`config.mk`:
```
export PLATFORM = sky130hd
export DESIGN_NAME = led_aspect_fade_sequencer_top
export DESIGN_NICKNAME = d
export VERILOG_FILES = /design/src/hdl/lafs_pkg.sv /design/src/hdl/lafs_fade.sv /design/src/hdl/led_aspect_fade_sequencer_top.sv
export SDC_FILE = /design/constraint.sdc
export NUM_CORES = 2
export LEC_CHECK = 0
export ABC_AREA = 0
export BUFFER_PORTS_ARGS = -buffer_cell sky130_fd_sc_hd__buf_4
export CAP_MARGIN = 5
export CELL_PAD_IN_SITES_DETAIL_PLACEMENT = 1
export CELL_PAD_IN_SITES_GLOBAL_PLACEMENT = 1
export CORE_MARGIN = 3
export CORE_UTILIZATION = 50
export CTS_CLUSTER_DIAMETER = 100
export CTS_CLUSTER_SIZE = 25
export DETAILED_ROUTE_END_ITERATION = 12
export MAX_ROUTING_LAYER = met4
export PLACE_DENSITY_LB_ADDON = 0.1
export SYNTH_ARGS = -nofsm -noshare
export SYNTH_HDL_FRONTEND = slang
export SYNTH_MEMORY_MAX_BITS = 65536
export SYNTH_SLANG_ARGS = --single-unit
```
`constraint.sdc`:
```
create_clock -name clk -period 5.5 [get_ports clk]
set_input_delay 1.1 -clock clk [delete_from_list [all_inputs] [get_ports clk]]
set_output_delay 1.1 -clock clk [all_outputs]
set_load 0.02 [all_outputs]
```
`src/hdl/lafs_pkg.sv`:
```
package lafs_pkg;

	localparam int MAX_LED_COUNT_DEF = 64;
	localparam int STEP_ENTRIES_DEF  = 64;
	localparam int ASPECT_COUNT_DEF  = 16;

	localparam logic [1:0] MODE_TICK   = 2'd0;
	localparam logic [1:0] MODE_SELECT = 2'd1;
	localparam logic [1:0] MODE_STEP   = 2'd2;
	localparam logic [1:0] MODE_MAP    = 2'd3;

	localparam logic [1:0] REG_LEDS_IN_USE = 2'd0;
	localparam logic [1:0] REG_DIV_DOWN    = 2'd1;
	localparam logic [1:0] REG_DIV_UP      = 2'd2;

	localparam logic [6:0] LEDS_IN_USE_RST = 7'd0;
	localparam logic [7:0] DIV_RST         = 8'd4;

	// request to the fade divider
	typedef struct packed {
		logic       start;
		logic [7:0] cur;
		logic [7:0] tgt;
		logic [7:0] div_dn;
		logic [7:0] div_up;
	} fade_req_t;

	typedef struct packed {
		logic       done;
		logic [7:0] level;
		logic       more;
	} fade_rsp_t;

endpackage

```
`src/hdl/lafs_fade.sv`:
```
// One fade move: level toward target by diff/divisor, restoring division,
// one quotient bit per cycle.
module lafs_fade (
	input  logic                clk,
	input  logic                arst_n,
	input  lafs_pkg::fade_req_t req,
	output lafs_pkg::fade_rsp_t rsp
);

	logic       busy_q;
	logic [3:0] cnt_q;
	logic       down_q;
	logic       more_q;
	logic [7:0] cur_q;
	logic [7:0] tgt_q;
	logic [7:0] dvs_q;
	logic [7:0] quo_q;
	logic [8:0] rem_q;
	logic [7:0] dvd_q;

	logic [7:0] diff;
	logic [7:0] dvs;
	logic [8:0] rem_sh;
	logic [8:0] rem_sub;
	logic       done;

	always_comb begin
		if (req.cur > req.tgt) begin
			diff = req.cur - req.tgt;
			dvs  = (req.div_dn == 8'd0) ? 8'd1 : req.div_dn;
		end else begin
			diff = req.tgt - req.cur;
			dvs  = (req.div_up == 8'd0) ? 8'd1 : req.div_up;
		end
	end

	assign rem_sh  = {rem_q[7:0], dvd_q[7]};
	assign rem_sub = rem_sh - {1'b0, dvs_q};
	assign done    = busy_q && (cnt_q == 4'd0);

	always_ff @(posedge clk or negedge arst_n) begin
		if (!arst_n) begin
			busy_q <= 1'b0;
			cnt_q  <= 4'd0;
		end else if (req.start) begin
			busy_q <= 1'b1;
			cnt_q  <= 4'd8;
		end else if (busy_q) begin
			if (cnt_q == 4'd0) begin
				busy_q <= 1'b0;
			end else begin
				cnt_q <= cnt_q - 4'd1;
			end
		end
	end

	always_ff @(posedge clk) begin
		if (req.start) begin
			cur_q  <= req.cur;
			tgt_q  <= req.tgt;
			down_q <= req.cur > req.tgt;
			dvs_q  <= dvs;
			more_q <= (req.cur != req.tgt) && (diff >= dvs);
			dvd_q  <= diff;
			rem_q  <= 9'd0;
			quo_q  <= 8'd0;
		end else if (busy_q && cnt_q != 4'd0) begin
			dvd_q <= {dvd_q[6:0], 1'b0};
			if (!rem_sub[8]) begin
				rem_q <= rem_sub;
				quo_q <= {quo_q[6:0], 1'b1};
			end else begin
				rem_q <= rem_sh;
				quo_q <= {quo_q[6:0], 1'b0};
			end
		end
	end

	always_comb begin
		rsp.done = done;
		rsp.more = more_q;
		if (!more_q) begin
			rsp.level = tgt_q;
		end else if (down_q) begin
			rsp.level = cur_q - quo_q;
		end else begin
			rsp.level = cur_q + quo_q;
		end
	end

endmodule

```
`src/hdl/led_aspect_fade_sequencer_top.sv`:
```
// LED aspect fade sequencer. Commands take start while busy is low. A table write
// completes in its accept cycle and busy stays low. A selection of an in-range LED and
// aspect keeps busy high while it reads the map entry, then the step entry; it fades
// toward the step target if the step period is nonzero, sets the level to the target if
// it is zero, and ends with no result if the mapped first step is out of range; else it
// yields one result. A tick walks LEDs 0..min(leds_in_use, MAX_LED_COUNT)-1 (up to two
// fade moves through the shared serial divider, plus LED and step memory reads), one
// result per LED, last on the final one. Each result appears for one cycle with strobe
// high, the cycle after its LED is written back; the receiver cannot stall results.
// After reset the LED state memory is cleared entry by entry while busy is high.
module led_aspect_fade_sequencer_top #(
	parameter int MAX_LED_COUNT = lafs_pkg::MAX_LED_COUNT_DEF,
	parameter int ASPECT_COUNT  = lafs_pkg::ASPECT_COUNT_DEF
) (
	input  logic       clk,
	input  logic       arst_n,
	input  logic       start,
	output logic       busy,
	input  logic [1:0] mode,
	input  logic [5:0] led_number,
	input  logic [3:0] aspect,
	input  logic [5:0] entry_index,
	input  logic [7:0] step_period,
	input  logic [7:0] step_target,
	input  logic [7:0] step_increment,
	input  logic [7:0] first_step,
	input  logic       cfg_valid,
	output logic       cfg_ready,
	input  logic [1:0] cfg_index,
	input  logic [7:0] cfg_data,
	output logic       strobe,
	output logic [5:0] led_out,
	output logic [7:0] level,
	output logic       still_fading,
	output logic       last
);

	// step index wraps by dropping upper bits, so the table size stays fixed
	localparam int STEP_ENTRIES = lafs_pkg::STEP_ENTRIES_DEF;

	localparam int LW = (MAX_LED_COUNT > 1) ? $clog2(MAX_LED_COUNT) : 1;
	localparam int SW = (STEP_ENTRIES > 1) ? $clog2(STEP_ENTRIES) : 1;
	localparam int AW = (ASPECT_COUNT > 1) ? $clog2(ASPECT_COUNT) : 1;

	// per-LED state word
	typedef struct packed {
		logic [7:0] pwm;
		logic [7:0] ticks;
		logic [7:0] period;
		logic [7:0] target;
		logic [7:0] incr;
		logic [7:0] ptr;
		logic       fading;
	} led_word_t;

	typedef enum logic [11:0] {
		ST_CLEAR  = 12'b000000000001,
		ST_IDLE   = 12'b000000000010,
		ST_RD_LED = 12'b000000000100,
		ST_LED    = 12'b000000001000,
		ST_FADE1  = 12'b000000010000,
		ST_ADV    = 12'b000000100000,
		ST_RD_STP = 12'b000001000000,
		ST_LOAD   = 12'b000010000000,
		ST_FADE2  = 12'b000100000000,
		ST_WB     = 12'b001000000000,
		ST_RD_MAP = 12'b010000000000,
		ST_MAP    = 12'b100000000000
	} state_t;

	state_t state_q;

	led_word_t   led_mem [MAX_LED_COUNT];
	logic [23:0] step_mem [STEP_ENTRIES];
	logic [7:0]  map_mem [ASPECT_COUNT];

	logic [6:0] leds_in_use_q;
	logic [7:0] div_dn_q;
	logic [7:0] div_up_q;

	logic [LW-1:0] idx_q;
	logic [8:0]    n_q;
	logic          is_tick_q;
	led_word_t     st_q;
	led_word_t     led_rd_q;
	logic [23:0]   step_rd_q;
	logic [7:0]    map_rd_q;
	logic [LW-1:0] clr_q;

	lafs_pkg::fade_req_t freq;
	lafs_pkg::fade_rsp_t frsp;

	logic          accept;
	logic [8:0]    n_eff;
	logic [LW-1:0] sel_led;
	logic [7:0]    ticks_inc;

	assign accept    = start && (state_q == ST_IDLE);
	assign busy      = (state_q != ST_IDLE);
	assign cfg_ready = 1'b1;
	assign n_eff     = ({2'b0, leds_in_use_q} > 9'(MAX_LED_COUNT)) ? 9'(MAX_LED_COUNT)
		: {2'b0, leds_in_use_q};
	assign sel_led   = LW'(led_number);

	always_ff @(posedge clk or negedge arst_n) begin
		if (!arst_n) begin
			leds_in_use_q <= lafs_pkg::LEDS_IN_USE_RST;
			div_dn_q      <= lafs_pkg::DIV_RST;
			div_up_q      <= lafs_pkg::DIV_RST;
		end else if (cfg_valid && cfg_ready) begin
			unique case (cfg_index)
				lafs_pkg::REG_LEDS_IN_USE: leds_in_use_q <= cfg_data[6:0];
				lafs_pkg::REG_DIV_DOWN:    div_dn_q <= cfg_data;
				lafs_pkg::REG_DIV_UP:      div_up_q <= cfg_data;
				default: ;
			endcase
		end
	end

	lafs_fade u_fade (
		.clk    (clk),
		.arst_n (arst_n),
		.req    (freq),
		.rsp    (frsp)
	);

	// the first move reads the fresh LED word, the second the fresh step entry
	always_comb begin
		freq.start  = (state_q == ST_LED && led_rd_q.fading) || (state_q == ST_LOAD
			&& (is_tick_q || step_rd_q[23:16] != 8'd0));
		freq.cur    = (state_q == ST_LED) ? led_rd_q.pwm : st_q.pwm;
		if (state_q == ST_LED) begin
			freq.tgt = led_rd_q.target;
		end else if (state_q == ST_LOAD) begin
			freq.tgt = step_rd_q[15:8];
		end else begin
			freq.tgt = st_q.target;
		end
		freq.div_dn = div_dn_q;
		freq.div_up = div_up_q;
	end

	assign ticks_inc = (st_q.ticks == 8'hFF) ? 8'hFF : st_q.ticks + 8'd1;

	// table and LED memories, registered reads
	always_ff @(posedge clk) begin
		if (accept && mode == lafs_pkg::MODE_STEP && 32'(entry_index) < STEP_ENTRIES) begin
			step_mem[SW'(entry_index)] <= {step_period, step_target, step_increment};
		end
		if (accept && mode == lafs_pkg::MODE_MAP && 32'(aspect) < ASPECT_COUNT) begin
			map_mem[AW'(aspect)] <= first_step;
		end
		step_rd_q <= step_mem[SW'(st_q.ptr)];
		// map entry is captured with the command and held while busy
		if (state_q == ST_IDLE) map_rd_q <= map_mem[AW'(aspect)];
		led_rd_q  <= led_mem[idx_q];
		if (state_q == ST_CLEAR) begin
			led_mem[clr_q] <= '0;
		end else if (state_q == ST_WB) begin
			led_mem[idx_q] <= st_q;
		end
	end

	always_ff @(posedge clk or negedge arst_n) begin
		if (!arst_n) begin
			state_q <= ST_CLEAR;
			clr_q   <= '0;
			strobe  <= 1'b0;
		end else begin
			strobe <= 1'b0;
			unique case (state_q)
				ST_CLEAR: begin
					clr_q <= clr_q + LW'(1);
					if (32'(clr_q) == MAX_LED_COUNT - 1) begin
						state_q <= ST_IDLE;
					end
				end
				ST_IDLE: begin
					if (accept) begin
						if (mode == lafs_pkg::MODE_TICK && n_eff != 9'd0) begin
							state_q <= ST_RD_LED;
						end else if (mode == lafs_pkg::MODE_SELECT
							&& {3'b0, led_number} < n_eff && 32'(aspect) < ASPECT_COUNT) begin
							state_q <= ST_RD_MAP;
						end
					end
				end
				ST_RD_MAP: state_q <= ST_MAP;
				ST_MAP: state_q <= (32'(map_rd_q) < STEP_ENTRIES) ? ST_RD_STP : ST_IDLE;
				ST_RD_LED: state_q <= ST_LED;
				ST_LED: state_q <= led_rd_q.fading ? ST_FADE1 : ST_ADV;
				ST_FADE1: if (frsp.done) state_q <= ST_ADV;
				ST_ADV: state_q <= (ticks_inc >= st_q.period && st_q.incr != 8'd0)
					? ST_RD_STP : ST_WB;
				ST_RD_STP: state_q <= ST_LOAD;
				ST_LOAD: state_q <= (is_tick_q || step_rd_q[23:16] != 8'd0)
					? ST_FADE2 : ST_WB;
				ST_FADE2: if (frsp.done) state_q <= ST_WB;
				ST_WB: begin
					strobe <= 1'b1;
					if (is_tick_q && 9'(idx_q) + 9'd1 < n_q) begin
						state_q <= ST_RD_LED;
					end else begin
						state_q <= ST_IDLE;
					end
				end
				default: state_q <= ST_IDLE;
			endcase
		end
	end

	// datapath; the LED word is a registered read, landing the cycle after its address is set
	always_ff @(posedge clk) begin
		unique case (state_q)
			ST_IDLE: begin
				is_tick_q <= (mode == lafs_pkg::MODE_TICK);
				n_q       <= n_eff;
				idx_q     <= (mode == lafs_pkg::MODE_TICK) ? '0 : sel_led;
			end
			ST_RD_LED: ;
			ST_RD_MAP: ;
			ST_MAP: st_q <= led_rd_q;
			ST_LED: st_q <= led_rd_q;
			ST_FADE1: if (frsp.done) begin
				st_q.pwm    <= frsp.level;
				st_q.fading <= frsp.more;
			end
			ST_ADV: begin
				st_q.ticks <= ticks_inc;
				if (ticks_inc >= st_q.period && st_q.incr != 8'd0) begin
					st_q.ptr <= st_q.ptr + st_q.incr;
				end
			end
			ST_RD_STP: ;
			ST_LOAD: begin
				st_q.ticks  <= 8'd0;
				st_q.period <= step_rd_q[23:16];
				st_q.target <= step_rd_q[15:8];
				st_q.incr   <= step_rd_q[7:0];
				if (!is_tick_q && step_rd_q[23:16] == 8'd0) begin
					st_q.pwm <= step_rd_q[15:8];
				end
			end
			ST_FADE2: if (frsp.done) begin
				st_q.pwm    <= frsp.level;
				st_q.fading <= frsp.more;
			end
			ST_WB: begin
				led_out      <= 6'(idx_q);
				level        <= st_q.pwm;
				still_fading <= st_q.fading;
				last         <= !is_tick_q || (9'(idx_q) + 9'd1 >= n_q);
				if (is_tick_q) idx_q <= idx_q + LW'(1);
			end
			default: ;
		endcase
		// selection: pointer comes from the map
		if (state_q == ST_MAP) st_q.ptr <= map_rd_q;
	end

endmodule

```
==> results.yml <==
timing:
  min_period_ns: 5.19
  clock.fmax_ghz: 0.193
  slew_viol_final: 0
  finalClockSkew_ns: 0.0622
  hold_viol: 0
  relSlewSlack_pct: 9.82
  whs_ns: 0.172
  worstMarginPinSlew_ns: 1.35
  fin_crit_sh_pct: 94.3
  setup_viol_count_final: 0
placed_design:
  portBuffers: 81
  gp_congestion: 0.819
  dp.cells: 13000
  place.detailed.hpwl_mm: 297
yosys:
  synth_cells: 7932
  syn_nets: 8069
  ys_types: 72
  synth_edf_count: 4791
  yosysSeqAreaShare_pct: 77.6
  synthArstFlopShare_pct: 0.954
  synth_seq_cells: 4925
  ys.flop_type: "edfxtp_1"
  postSynthAreaPerCell_um2: 23.9
  netlist_area_um2: 189000
  yosys_warnings: 0
power_and_ir_drop:
  p_leak_nw: 70.9
  switching_power_mw: 16.9
  p_int_mw: 52.3
  power.density_nw_per_um2: 334
  seqPwrFrac_pct: 59.5
  finalPower_mw: 69.2
  p_comb_share_pct: 12.6
  power.clock.fraction_pct: 28.0
  switching_share_pct: 24.4
  ir_worst_vdd_v: 0.000321
cells_and_area:
  drive_gt1_share_pct: 30.1
  areaGrowthSynthToFinish_pct: 9.34
  final-instance-count-excl-fill: 13400
  nNetsFinal: 8396
critical_path:
  rr_endpoint: "u_fade.more_q"
  r2r_start: "state_q[8]"
  startpoint_type: "flop"
  required_ns: 6.23
  rr_worst_depth: 24
  r2r_slack_ns: 0.31
  end_kind: "flop"
  crit_arrival_ns: 5.92
  path_max_fanout: 7
  criticalPathCategory: "reg2reg"
global_routing:
  gr-total-overflow: 0
  grt_max_degree: 127
  grt_pass1_wl_mm: 716
  grt_use_total_pct: 27.0
  first_global_vias: 90500
  antenna_found_initial: 20
die:
  dieArea_um2: 386000
  initial_utilization_pct: 50.3
  pin_count: 83
  die_h_um: 621
  die_x_um: 621
  num_rows: 225
  core_region_area_um2: 376000
clocking:
  numCtsBuffers: 222
  clock_latency_ns: 0.98
  cts_root_buf: "clkbuf_16"
  cts_hold_buf: 0
  ctsHtreeMaxLevel: 4
  clk_pin_slew_worst_paths_ns: 0.11
  clock_path_buffers: 4
  cts_sinks: 4925
  cts_tree: "done"
drt:
  dr_total_vias: 86500
  drtPass1Iterations: 5
  drt-initial-drc-count: 10500
  viasPerCell: 6.44
  wl_per_cell_um: 37.7
  drc: 0
  wirelength_mm: 506
  ant_nets: 0
flow_run:
  cap_violations: 0
run_status:
  status: "completed"
worst_hold_path:
  min_path_type: "in2async"
-- cells by family (layout without fill, tap and decap cells) --
logic type	Yosys count	in the layout	synth area share [%]
and+or+nand+nor	621	622	1.56
AOI/OAI and AO/OA	183	183	0.610
other	1	27	0.00198
adders and majority gates	73	73	0.498
DFF	4925	4925	77.6
buffers and inverters	487	967	0.978
xor gates and xnor gates	48	48	0.222
muxes	1594	1594	18.6
-- timing repair --
action | 4_1_cts | 5_1_grt
gates resized for setup | 2 | 30
pin swaps | 0 | 13
endpoints found under the setup margin | 1 | 1
buffers inserted | 0 | 5
gates cloned | 0 | 2
-- through the flow --
step	worst slack, ns	setup TNS [ns]	util (%)	area, µm²
floorplan	0.0392	0	-	189000
global placement	-0.141	-0.141	53.2	200000
detailed placement	-0.0126	-0.0126	53.2	200000
CTS	0.00831	0	54.9	207000
global route	-0.00333	-0.00333	55.0	207000
finish	0.311	0	55.0	207000
-- worst max-delay path by stage --
stage | from | cells after the start | to
2_1_floorplan | state_q[4] | 26 | u_fade.more_q
3_3_place_gp | state_q[1] | 25 | u_fade.more_q
3_5_place_dp | state_q[1] | 25 | u_fade.more_q
4_1_cts | state_q[1] | 25 | u_fade.more_q
5_1_grt | state_q[8] | 24 | u_fade.more_q
6_report | state_q[8] | 24 | u_fade.more_q
-- cell type report --
cell class | count | area (µm²)
Antenna cell | 26 | 65.1
Clock buffer | 360 | 6200
Clock inverter | 18 | 268
Fill cell | 30900 | 169000
Inverter | 80 | 303
Multi-Input combinational cell | 2521 | 41700
Sequential cell | 4925 | 147000
Tap cell | 4994 | 6250
Timing Repair Buffer | 509 | 5380
-- sequential cells by signal (all words and copies together), names as in the netlist, 12 cells and up --
signal,flops
led_rd_q,47
st_q,47
step_rd_q,24
map_mem,128
step_mem,1536
state_q,12
led_mem,3008
-- Yosys cell counts (13+ instances only) --
cell type,count,area [µm²]
nor2b_1,19,119
nor3_1,19,95.1
dfxtp_1,87,1740
buf_1,121,454
nor2_1,214,803
nand2b_1,24,150
xnor2_1,36,315
o21ai_0,35,175
mux2i_1,31,310
nand3_1,35,175
nand3b_1,20,150
a21oi_1,60,300
inv_1,78,293
mux2_2,32,360
edfxtp_1,4791,144000
ha_1,69,863
a21o_1,21,158
nor4_1,13,81.3
clkbuf_1,281,1050
dfrtp_1,44,1100
nand2_1,175,657
mux4_2,1531,34500
and2_1,44,275
-- routing by layer --
metal  up-vias  track usage (%)  routed length [µm]
met4         0             5.94               12900
met2      3240             45.0              261000
met5         -                -                   0
li1      34300                -                   -
met1     48400             36.7              202000
met3       536             2.67               29900
-- worst max-delay path: stages (launching register included) --
cell and delay (ns):
dfrtp_1 0.39, or4_4 0.59, nor4b_4 0.39, buf_6 0.19, nand2_1 0.10, a21boi_0 0.15
a21oi_2 0.28, ha_2 0.23, inv_1 0.06, ha_1 0.24, a41oi_2 0.28, a2111oi_4 0.12
o21ai_2 0.10, nor2b_4 0.21, inv_4 0.04, buf_4 0.16, mux2i_2 0.19, xor2_1 0.25
ha_1 0.29, a21oi_2 0.13, nor2b_1 0.06, o21ai_1 0.14, a21oi_1 0.08, o21ai_0 0.17
a21oi_1 0.09
-- power by group through the flow --
stage               Combinational [mW]  Sequential (mW)  Clock [mW]
floorplan                         5.86             41.8           0
global placement                  8.83             42.0           0
detailed placement                8.88             42.0           0
CTS                               8.89             41.2        19.8
global route                      9.22             41.2        21.1
finish                            8.70             41.2        19.3
-- layout by cell type, fill, tap and decap left out, types with 12 or more instances in the layout --
cell type,count
edfxtp_1,4791
mux4_2,1531
buf_4,385
clkbuf_16,228
nand2_1,174
clkbuf_1,132
buf_12,121
nor2_4,101
dfxtp_1,87
inv_1,78
nor2_1,75
ha_1,65
a21oi_1,53
dfrtp_1,43
nor2_2,38
xnor2_1,36
nand3_1,34
o21ai_0,32
mux2_2,32
mux2i_1,30
diode_2,26
nand2b_1,24
and2_2,23
and2_1,21
a21o_1,21
nand3b_1,20
nor2b_1,19
nor3_1,18
xor2_1,12
Power figures use the tool's default switching activity.
